<file path="src/hw/rtl/assert_macros.svh">
// Assertion macros used by the RTL top level.
`ifndef ASSERT_MACROS_SVH
`define ASSERT_MACROS_SVH

// Property checked on every rising clk edge, off while in reset.
`define ASSERT_CLK(label, prop, msg) \
    label: assert property (@(posedge clk) disable iff (!rst_n) (prop)) else $error(msg);

// Condition that must never be true outside reset.
`define ASSERT_NEVER(label, cond, msg) \
    `ASSERT_CLK(label, !(cond), msg)

`endif

</file>
<file path="src/hw/rtl/lsp_pkg.sv">
// Package for the LRU slot pool: constants, types and state encoding.
`timescale 1ns / 1ps

package lsp_pkg;

    localparam int SLOT_COUNT_DEF = 4;
    localparam int SLOT_IDX_W     = 4;
    localparam int DOC_W          = 32;
    localparam int STAMP_W        = 32;
    localparam int CNT_W          = 32;

    typedef enum logic [1:0] {
        ST_IDLE,
        ST_SCAN,
        ST_COMMIT
    } lsp_state_t;

    typedef enum logic {
        OP_LOOKUP  = 1'b0,
        OP_RELEASE = 1'b1
    } lsp_op_t;

    typedef struct packed {
        logic match;
        logic older;
    } lsp_cmp_t;

endpackage

</file>
<file path="src/hw/rtl/lsp_cmp_unit.sv">
// Shared compare unit: id match and stamp age test for one slot per cycle.
`timescale 1ns / 1ps

module lsp_cmp_unit
(
    input  logic [lsp_pkg::DOC_W-1:0]   slot_doc,
    input  logic [lsp_pkg::STAMP_W-1:0] slot_stamp,
    input  logic [lsp_pkg::DOC_W-1:0]   key,
    input  logic [lsp_pkg::STAMP_W-1:0] best_stamp,
    output lsp_pkg::lsp_cmp_t           res
);
    import lsp_pkg::*;

    always_comb
    begin
        res.match = (slot_doc == key);
        res.older = (slot_stamp < best_stamp);
    end

endmodule

</file>
<file path="src/hw/rtl/lru_slot_pool_top.sv">
// Top level of the LRU slot pool: slot store, scan sequencer and result register.
`timescale 1ns / 1ps
`include "assert_macros.svh"

// Fully associative pool of SLOT_COUNT slots with LRU replacement by stamp.
// Input word (s_axis): tdata = doc_id, tuser = {canvas_empty, opcode}.
//   opcode 0 looks up doc_id, opcode 1 releases every slot and the serial.
// Output word (m_axis): one per input word, fields listed at the port.
// A lookup scans the slots one per cycle through a single compare unit,
// tracking the first id match and the oldest stamp, then commits.
// Release and refused lookups skip the scan and go straight to commit.
// s_axis_tready is high only while the sequencer is idle; one word is in
// work at a time. The result register decouples the output: a new word is
// taken while a result waits, and the commit stalls until it drains.
// Reset empties all slots and clears the serial and eviction count.
module lru_slot_pool_top
#(
    parameter int SLOT_COUNT = lsp_pkg::SLOT_COUNT_DEF
)
(
    input  logic        clk,
    input  logic        rst_n,
    input  logic        s_axis_tvalid,
    output logic        s_axis_tready,
    input  logic [31:0] s_axis_tdata,   // doc_id
    input  logic [1:0]  s_axis_tuser,   // opcode, canvas_empty
    output logic        m_axis_tvalid,
    input  logic        m_axis_tready,
    // granted, slot_index[3:0], hit, evicted, evicted_id[31:0],
    // eviction_total[31:0], zero pad
    output logic [71:0] m_axis_tdata
);
    import lsp_pkg::*;

    localparam int IDX_W = (SLOT_COUNT > 1) ? $clog2(SLOT_COUNT) : 1;
    localparam logic [IDX_W-1:0] LAST_IDX = IDX_W'(SLOT_COUNT - 1);
    localparam logic [CNT_W-1:0] CNT_MAX = '1;
    localparam logic [STAMP_W-1:0] STAMP_MAX = '1;

    lsp_state_t state_reg, state_next;

    logic [DOC_W-1:0]   slot_doc_reg   [SLOT_COUNT];
    logic [STAMP_W-1:0] slot_stamp_reg [SLOT_COUNT];
    logic [STAMP_W-1:0] use_serial_reg;
    logic [CNT_W-1:0]   evict_cnt_reg;

    logic [DOC_W-1:0]   key_reg;
    logic               refuse_reg;
    logic [IDX_W-1:0]   scan_idx_reg;
    logic               found_reg;
    logic [IDX_W-1:0]   hit_idx_reg;
    logic [IDX_W-1:0]   best_idx_reg;
    logic [STAMP_W-1:0] best_stamp_reg;
    logic [DOC_W-1:0]   best_doc_reg;

    logic               out_valid_reg;
    logic               out_granted_reg;
    logic [SLOT_IDX_W-1:0] out_idx_reg;
    logic               out_hit_reg;
    logic               out_evicted_reg;
    logic [DOC_W-1:0]   out_ev_id_reg;
    logic [CNT_W-1:0]   out_total_reg;

    logic               in_acc;
    logic               is_release;
    logic               out_free;
    logic               do_clear;
    logic               do_scan;
    logic               do_commit;
    logic               last_slot;
    lsp_cmp_t           cmp;
    logic               grant;
    logic [IDX_W-1:0]   pick;
    logic               evict;
    logic [STAMP_W-1:0] serial_next;
    logic [CNT_W-1:0]   evict_cnt_next;

    lsp_cmp_unit u_cmp
    (
        .slot_doc   (slot_doc_reg[scan_idx_reg]),
        .slot_stamp (slot_stamp_reg[scan_idx_reg]),
        .key        (key_reg),
        .best_stamp (best_stamp_reg),
        .res        (cmp)
    );

    assign s_axis_tready = (state_reg == ST_IDLE);
    assign in_acc        = s_axis_tvalid && s_axis_tready;
    assign is_release    = (s_axis_tuser[0] == OP_RELEASE);
    assign out_free      = !out_valid_reg || m_axis_tready;
    assign last_slot     = (scan_idx_reg == LAST_IDX);

    always_comb
    begin
        state_next = state_reg;
        case (state_reg)
            ST_IDLE:
            begin
                if (in_acc)
                begin
                    if (!is_release && !s_axis_tuser[1])
                        state_next = ST_SCAN;
                    else
                        state_next = ST_COMMIT;
                end
            end
            ST_SCAN:
            begin
                if (last_slot)
                    state_next = ST_COMMIT;
            end
            ST_COMMIT:
            begin
                if (out_free)
                    state_next = ST_IDLE;
            end
            default: state_next = ST_IDLE;
        endcase
    end

    always_comb
    begin
        do_clear  = 1'b0;
        do_scan   = 1'b0;
        do_commit = 1'b0;
        case (state_reg)
            ST_IDLE:   do_clear  = in_acc && is_release;
            ST_SCAN:   do_scan   = 1'b1;
            ST_COMMIT: do_commit = out_free;
            default:   do_clear  = 1'b0;
        endcase
    end

    assign grant          = !refuse_reg;
    assign pick           = found_reg ? hit_idx_reg : best_idx_reg;
    assign evict          = grant && !found_reg && (best_doc_reg != '0);
    assign serial_next    = (use_serial_reg == STAMP_MAX) ? use_serial_reg
                                                          : use_serial_reg + 1'b1;
    assign evict_cnt_next = (evict && evict_cnt_reg != CNT_MAX) ? evict_cnt_reg + 1'b1
                                                                : evict_cnt_reg;

    always_ff @(posedge clk or negedge rst_n)
    begin
        if (!rst_n)
            state_reg <= ST_IDLE;
        else
            state_reg <= state_next;
    end

    // request capture and scan tracking
    always_ff @(posedge clk or negedge rst_n)
    begin
        if (!rst_n)
        begin
            key_reg        <= '0;
            refuse_reg     <= 1'b0;
            scan_idx_reg   <= '0;
            found_reg      <= 1'b0;
            hit_idx_reg    <= '0;
            best_idx_reg   <= '0;
            best_stamp_reg <= '0;
            best_doc_reg   <= '0;
        end
        else if (in_acc)
        begin
            key_reg      <= s_axis_tdata;
            refuse_reg   <= is_release || s_axis_tuser[1];
            scan_idx_reg <= '0;
            found_reg    <= 1'b0;
            hit_idx_reg  <= '0;
        end
        else if (do_scan)
        begin
            if (!found_reg && cmp.match)
            begin
                found_reg   <= 1'b1;
                hit_idx_reg <= scan_idx_reg;
            end
            if (scan_idx_reg == '0 || cmp.older)
            begin
                best_idx_reg   <= scan_idx_reg;
                best_stamp_reg <= slot_stamp_reg[scan_idx_reg];
                best_doc_reg   <= slot_doc_reg[scan_idx_reg];
            end
            if (!last_slot)
                scan_idx_reg <= scan_idx_reg + 1'b1;
        end
    end

    // slot store, serial and eviction count
    always_ff @(posedge clk or negedge rst_n)
    begin
        if (!rst_n)
        begin
            for (int i = 0; i < SLOT_COUNT; i++)
            begin
                slot_doc_reg[i]   <= '0;
                slot_stamp_reg[i] <= '0;
            end
            use_serial_reg <= '0;
            evict_cnt_reg  <= '0;
        end
        else if (do_clear)
        begin
            for (int i = 0; i < SLOT_COUNT; i++)
            begin
                slot_doc_reg[i]   <= '0;
                slot_stamp_reg[i] <= '0;
            end
            use_serial_reg <= '0;
        end
        else if (do_commit && grant)
        begin
            slot_stamp_reg[pick] <= serial_next;
            if (!found_reg)
                slot_doc_reg[pick] <= key_reg;
            use_serial_reg <= serial_next;
            evict_cnt_reg  <= evict_cnt_next;
        end
    end

    // result register
    always_ff @(posedge clk or negedge rst_n)
    begin
        if (!rst_n)
        begin
            out_valid_reg   <= 1'b0;
            out_granted_reg <= 1'b0;
            out_idx_reg     <= '0;
            out_hit_reg     <= 1'b0;
            out_evicted_reg <= 1'b0;
            out_ev_id_reg   <= '0;
            out_total_reg   <= '0;
        end
        else if (do_commit)
        begin
            out_valid_reg   <= 1'b1;
            out_granted_reg <= grant;
            out_idx_reg     <= grant ? SLOT_IDX_W'(pick) : '0;
            out_hit_reg     <= grant && found_reg;
            out_evicted_reg <= evict;
            out_ev_id_reg   <= evict ? best_doc_reg : '0;
            out_total_reg   <= evict_cnt_next;
        end
        else if (m_axis_tready)
        begin
            out_valid_reg <= 1'b0;
        end
    end

    assign m_axis_tvalid = out_valid_reg;
    assign m_axis_tdata  = {1'b0, out_total_reg, out_ev_id_reg, out_evicted_reg,
                            out_hit_reg, out_idx_reg, out_granted_reg};

    `ASSERT_NEVER(a_hit_and_evict, out_valid_reg && out_hit_reg && out_evicted_reg,
        "result reports both hit and eviction")
    `ASSERT_CLK(a_accept_leaves_idle, in_acc |=> (state_reg != ST_IDLE),
        "sequencer stayed idle after accepting a word")
    `ASSERT_CLK(a_release_clears_serial, (in_acc && is_release) |=> (use_serial_reg == '0),
        "serial not cleared by release")
    `ASSERT_CLK(a_evict_cnt_monotonic, 1'b1 |=> (evict_cnt_reg >= $past(evict_cnt_reg)),
        "eviction count decreased")

endmodule

</file>
<file path="config.mk">
export PLATFORM = sky130hd
export DESIGN_NAME = lru_slot_pool_top
export DESIGN_NICKNAME = d
export VERILOG_FILES = /design/src/hw/rtl/lsp_pkg.sv /design/src/hw/rtl/lsp_cmp_unit.sv /design/src/hw/rtl/lru_slot_pool_top.sv
export VERILOG_INCLUDE_DIRS = /design/src /design/src/hw/rtl
export SDC_FILE = /design/constraint.sdc
export NUM_CORES = 1
export LEC_CHECK = 0
export BUFFER_PORTS_ARGS = -buffer_cell sky130_fd_sc_hd__clkbuf_2
export CORE_MARGIN = 2
export CORE_UTILIZATION = 60
export CTS_BUF_LIST = sky130_fd_sc_hd__clkbuf_16
export CTS_CLUSTER_SIZE = 40
export DETAILED_ROUTE_END_ITERATION = 7
export PLACE_DENSITY = 0.78
export SETUP_SLACK_MARGIN = 0.2
export SLEW_MARGIN = 15
export SYNTH_ARGS = -nofsm -noshare
export SYNTH_HDL_FRONTEND = slang
export SYNTH_SLANG_ARGS = --single-unit
</file>
<file path="constraint.sdc">
create_clock -name clk -period 10 [get_ports clk]
set_input_delay 1.5 -clock clk [delete_from_list [all_inputs] [get_ports clk]]
set_output_delay 1.5 -clock clk [all_outputs]
set_load 0.01 [all_outputs]
</file>
==> results_dict.tcl, run 1 <==
set metrics [dict create \
    status "completed" \
    rsz0062_at_grt "false" \
    post_cts_buffers 0 \
    setup.worst_path.start_class "flop" \
    post-route-util 0.667 \
    grt_pass1_wl_mm 92.2 \
    layout_commonest_cell "dfrtp_1" \
    drv_cap 0 \
    antenna_found_initial 3 \
    synth_top_area_frac 0.533 \
    path_cells "buf_4 > mux4_2 > ha_1 > a21o_1 > a21o_1 > a221o_1 > o21ai_0 > a311oi_1 > o21ai_4 > buf_4 > mux2_2" \
    synth.distinct_cells 62 \
    core_area_mm2 0.0385 \
    power_mw 5.80 \
    die_height_um 201 \
    p_int_mw 3.85 \
    firstDrtPassIters 6 \
    clkPwrFrac 0.309 \
    yosysTopAreaCell "dfrtp_1" \
    synth_area_leaders "dfrtp_1, nand2_1, mux2_2, o21ai_0, mux4_2" \
    cts_tree "yes" \
    grt_pass1_vias 17200 \
    grt_usage 0.281 \
    ant_nets 0 \
    min_delay_path_depth 2 \
    ctsHoldBuffers 0 \
    grt_start_max_net_pins 130 \
    p_sw_mw 1.95 \
    setup_total_negative_slack_ns 0 \
    die_area_mm2 0.0404 \
    dp.cells 2702 \
    min_from "out_total_reg[25]$_DFFE_PN0P_" \
    tightestPinTransition_ns 1.17 \
    cts_root_buffer "clkbuf_16" \
    drive_gt1_frac 0.162 \
    drv_slew 0 \
    p_leak_nw 11.4 \
    irDropWorstVdd_uv 141 \
    min_period_ns 5.36 \
    hp-class "flop to flop" \
    crit_fanout 54 \
    pre_cts_ws_ns 4.67 \
    globalplace.congestion 0.864 \
    power_frac_seq 0.454 \
    grt-ovfl-total 0 \
    finClkSkew_ns 0.0285 \
    synthFlopType "dfrtp_1" \
    post-dp-hpwl_mm 35.6 \
    synthCells 2213 \
    cp-end-kind "flop" \
    rr_endpoint "best_doc_reg[3]$_DFFE_PN0P_" \
    layout_common_cells "dfrtp_1, nand2_1, o21ai_0" \
    seq_area_mm2 0.0124 \
    area_growth_syn_to_layout_pct 10.2 \
    drc_errors 0 \
    maxSlewHeadroom 0.219 \
    placed_cell_area_mm2 0.0241 \
    hold_viol_final 0 \
    post_drt_wl_per_cell_um 20.0 \
    numCtsBuffers 50 \
    nNetsFinal 2309 \
    vias 17300 \
    fin_cells 2793 \
    port_buffers 108 \
    antenna_cells 0 \
    nFillCells 2820 \
    ff2ff_path_depth 11 \
    r2r_slack_ns 4.64 \
    p_per_area_mw_per_mm2 226 \
    final-setup-viol-count 0 \
    io_pins 112 \
    die_w_um 201 \
    p_comb_frac 0.237 \
    avgSynthCellArea_um2 10.5 \
    drt_iter0_drc 1610 \
    finalWirelength_mm 55.8 \
    swShare 0.335 \
    rows 72 \
    cts.sinks 496 \
    viasPerCell 6.21 \
    clock_path_buffers 3 \
    async_flop_share 1.00 \
    whs_endpoint "out_total_reg[25]$_DFFE_PN0P_" \
    synth_seq_area_share 0.533 \
    synth_edf_count 0 \
    cts_resized 0 \
    start_util 0.606 \
    htree_num_levels 2 \
    ys.warnings.count 0 \
    min_period_over_period 0.536 \
    timing.fmax_ghz 0.187 \
    synth_seq_cells 496 \
    fin_hold_ws_ns 0.477 \
    crit_required_ns 10.47 \
    slowest_stage "dfrtp_4" \
    r2r_start "scan_idx_reg[0]$_DFFE_PN0P_" \
    clock_latency_ns 0.58 \
    multi_input_area_mm2 0.0101 \
    fin_area_mm2 0.0257 \
    arrival_ns 5.82 \
    worstSetupPathType "flop to flop" \
    finalWorstSetupSlack_ns 4.64 \
    clk_pin_slew_worst_paths_ns 0.06 \
    slowest_delay_ns 0.88 \
    syn-cell-area_mm2 0.0233 \
]
==> cells by family after synthesis <==
| family | Yosys count | share of synthesized area |
|---|---|---|
| DFF | 496 | 0.533 |
| and+or+nand+nor | 692 | 0.136 |
| other | 1 | 0.000161 |
| xor gates and xnor gates | 115 | 0.0432 |
| AOI/OAI and AO/OA | 471 | 0.117 |
| muxes | 187 | 0.115 |
| adders and majority gates | 35 | 0.0188 |
| buffers and inverters | 216 | 0.0373 |
==> power by group through the flow <==
stage / Combinational (mW) / Sequential [mW] / Clock, mW
5_1_grt: 1.48 / 2.67 / 1.90
3_5_place_dp: 1.35 / 2.65 / 0
2_1_floorplan: 1.03 / 2.49 / 0
6_report: 1.38 / 2.63 / 1.79
3_3_place_gp: 1.31 / 2.63 / 0
4_1_cts: 1.36 / 2.62 / 1.81
==> worst max-delay path: cells and delay by family, from the launching register on <==
| family | cells | cell delay [ns] |
|---|---|---|
| buf+inv | 2 | 1.46 |
| flops | 1 | 0.88 |
| mux | 2 | 1.02 |
| compound gates | 6 | 1.49 |
| fa+ha+maj | 1 | 0.30 |
==> how the worst max path moves through the flow <==
| stage | start | to | slack (ns) | cells after the start |
|---|---|---|---|---|
| floorplan | scan_idx_reg[1]$_DFFE_PN0P_ | best_idx_reg[0]$_DFFE_PN0P_ | 5.68 | 16 |
| CTS | scan_idx_reg[0]$_DFFE_PN0P_ | best_stamp_reg[28]$_DFFE_PN0P_ | 4.64 | 11 |
| global placement | scan_idx_reg[0]$_DFFE_PN0P_ | best_doc_reg[15]$_DFFE_PN0P_ | 4.77 | 11 |
| detailed placement | scan_idx_reg[0]$_DFFE_PN0P_ | best_doc_reg[22]$_DFFE_PN0P_ | 4.67 | 11 |
| finish | scan_idx_reg[0]$_DFFE_PN0P_ | best_doc_reg[3]$_DFFE_PN0P_ | 4.64 | 11 |
| global route | scan_idx_reg[0]$_DFFE_PN0P_ | best_doc_reg[21]$_DFFE_PN0P_ | 4.36 | 11 |
==> metal layers <==
layer,part of all wire,vias to the layer above,global-route usage
li1,-,7861,-
met1,0.43,8686,0.412
met2,0.46,696,0.436
met3,0.080,98,0.0500
met4,0.022,4,0.0810
met5,0.00052,-,0
==> synth_stat cells (all sizes together), types with 8 or more instances <==
| master | count |
|---|---|
| inv | 51 |
| mux2i | 37 |
| mux4 | 52 |
| and4 | 11 |
| and2 | 12 |
| nor4 | 19 |
| o31ai | 16 |
| dfrtp | 496 |
| ha | 35 |
| a21oi | 151 |
| clkbuf | 124 |
| nand4 | 30 |
| a32o | 8 |
| nor3 | 13 |
| o21ai | 206 |
| xor2 | 51 |
| a21o | 13 |
| nand2 | 369 |
| nand3 | 157 |
| mux2 | 98 |
| a22o | 35 |
| buf | 40 |
| nor2 | 35 |
| nand2b | 8 |
| and3 | 21 |
| xnor2 | 64 |
==> final cells by class <==
class / instances / area share
Tap cell: 518 / 0.0252
Clock buffer: 51 / 0.0497
Timing Repair Buffer: 133 / 0.0289
Sequential cell: 496 / 0.484
Clock inverter: 40 / 0.0108
Multi-Input combinational cell: 1503 / 0.394
Inverter: 52 / 0.00760
No activity file was read; power rests on OpenSTA's default activity.
==> run 2: changes to the inputs <==
==> constraint.sdc (replaced) <==
create_clock -name clk -period 5.04 [get_ports clk]
set_input_delay 0.756 -clock clk [delete_from_list [all_inputs] [get_ports clk]]
set_output_delay 0.756 -clock clk [all_outputs]
set_load 0.01 [all_outputs]
==> results_dict.tcl, run 2 (synthesized netlist as in run 1, its figures left out) <==
set metrics [dict create \
    worstSetupPathDepth 10 \
    slowest_delay_ns 0.89 \
    irDropWorstVdd_uv 283 \
    crit_path_start "scan_idx_reg[0]$_DFFE_PN0P_" \
    min_period_over_period 0.854 \
    ff2ff_path_depth 10 \
    pre_cts_ws_ns 0.775 \
    drive_gt1_frac 0.162 \
    grt-ovfl-total 0 \
    cts_root_buffer "clkbuf_16" \
    slowest_stage "dfrtp_4" \
    maxSlewHeadroom 0.217 \
    ant_nets 0 \
    seq_area_mm2 0.0124 \
    arrival_ns 4.78 \
    finalWorstSetupSlack_ns 0.737 \
    p_leak_nw 11.4 \
    multi_input_area_mm2 0.0101 \
    path_cells "mux4_2 > ha_1 > a21o_1 > a21o_1 > a21o_1 > a211oi_1 > a311oi_1 > o21ai_4 > buf_12 > mux2_2" \
    nNetsFinal 2309 \
    final-setup-viol-count 0 \
    vias 17200 \
    cts.sinks 496 \
    viasPerCell 6.17 \
    clock_latency_ns 0.59 \
    io_pins 112 \
    drt_iter0_drc 1488 \
    timing.fmax_ghz 0.232 \
    grt_pass1_wl_mm 92.5 \
    cp_top_family "compound AO/OA/AOI/OAI gates" \
    setup_total_negative_slack_ns 0 \
    htree_num_levels 2 \
    start_util 0.606 \
    nFillCells 2834 \
    r2r_start "scan_idx_reg[0]$_DFFE_PN0P_" \
    path_buf_inv 1 \
    tightestPinTransition_ns 1.17 \
    clk_pin_slew_worst_paths_ns 0.06 \
    numCtsBuffers 50 \
    post_drt_wl_per_cell_um 20.3 \
    fin_hold_ws_ns 0.210 \
    antenna_found_initial 0 \
    drc_errors 0 \
    grt_pass1_vias 17400 \
    cts_resized 0 \
    area_growth_syn_to_layout_pct 10.2 \
    drv_cap 0 \
    cts_tree "yes" \
    grt_start_max_net_pins 122 \
    globalplace.congestion 0.834 \
    finalWirelength_mm 56.6 \
    grt_usage 0.286 \
    die_height_um 201 \
    finClkSkew_ns 0.0210 \
    rows 72 \
    post_cts_buffers 0 \
    post-dp-hpwl_mm 36.1 \
    crit_fanout 53 \
    min_period_ns 4.30 \
    layout_commonest_cell "dfrtp_1" \
    core_area_mm2 0.0385 \
    status "completed" \
    hold_viol_final 0 \
    worstSetupPathType "flop to flop" \
    setup.worst_path.start_class "flop" \
    p_per_area_mw_per_mm2 446 \
    layout_common_cells "dfrtp_1, nand2_1, o21ai_0" \
    die_area_mm2 0.0404 \
    crit_required_ns 5.51 \
    rsz0062_at_grt "false" \
    ctsHoldBuffers 0 \
    drv_slew 0 \
    hp-class "input port to asynchronous set/reset pin" \
    cp-end-kind "flop" \
    clock_path_buffers 3 \
    die_w_um 201 \
    path_common_cell "a21o_1" \
    port_buffers 108 \
    firstDrtPassIters 5 \
]
## run 2: cell type report
type	instances	share of cell area
antenna	1	0.0000974
clock buffer	53	0.0516
multi-input combinational	1503	0.393
timing repair buffer	133	0.0307
sequential	496	0.484
clock inverter	35	0.00794
inverter	52	0.00760
tap	518	0.0252
## run 2: worst reg2reg max path, delay by kind of cell, from the launching register on
kind | cells | cell delay [ns]
adders and majority gates | 1 | 0.32
buffers and inverters | 1 | 0.36
AOI/OAI and AO/OA | 6 | 1.53
DFF | 1 | 0.89
muxes | 2 | 1.10
## run 2: path summary, 6_finish.rpt
check | endpoint | slack [ns]
setup / recovery | best_doc_reg[17]$_DFFE_PN0P_ | 0.74
hold / removal | out_total_reg[25]$_DFFE_PN0P_ | 0.21
setup reg to reg | best_doc_reg[17]$_DFFE_PN0P_ | 0.74
hold reg to reg | out_total_reg[13]$_DFFE_PN0P_ | 0.48
max in group asynchronous | slot_doc_reg[53]$_DFFE_PN0P_ | 3.69
min in group clk | key_reg[23]$_DFFE_PN0P_ | 0.40
## run 2: report_power, final
part | total (mW) | switching (mW) | internal [mW]
Sequential | 5.28 | 0.762 | 4.52
Clock | 3.51 | 1.53 | 1.98
Combinational | 2.65 | 1.54 | 1.11
Total | 11.4 | 3.83 | 7.61
## run 2: per-layer routing
metal / global-route usage / up-vias / wire length [µm]
met5: 0 / - / 0
met3: 0.0773 / 112 / 4960
met1: 0.400 / 8626 / 24100
li1: - / 7847 / -
met2: 0.441 / 642 / 26300
met4: 0.0926 / 0 / 1330
## run 2: through the flow
| stage | power (mW) | utilization | cell area, µm² | instances |
|---|---|---|---|---|
| after floorplan | 6.97 | - | 23300 | 2215 |
| after global placement | 7.85 | 0.628 | 24100 | 2702 |
| after detailed placement | 7.95 | 0.628 | 24100 | 2702 |
| after CTS | 11.5 | 0.668 | 25700 | 2790 |
| after global routing | 12.0 | 0.668 | 25700 | 2790 |
| final | 11.4 | 0.668 | 25700 | 2791 |
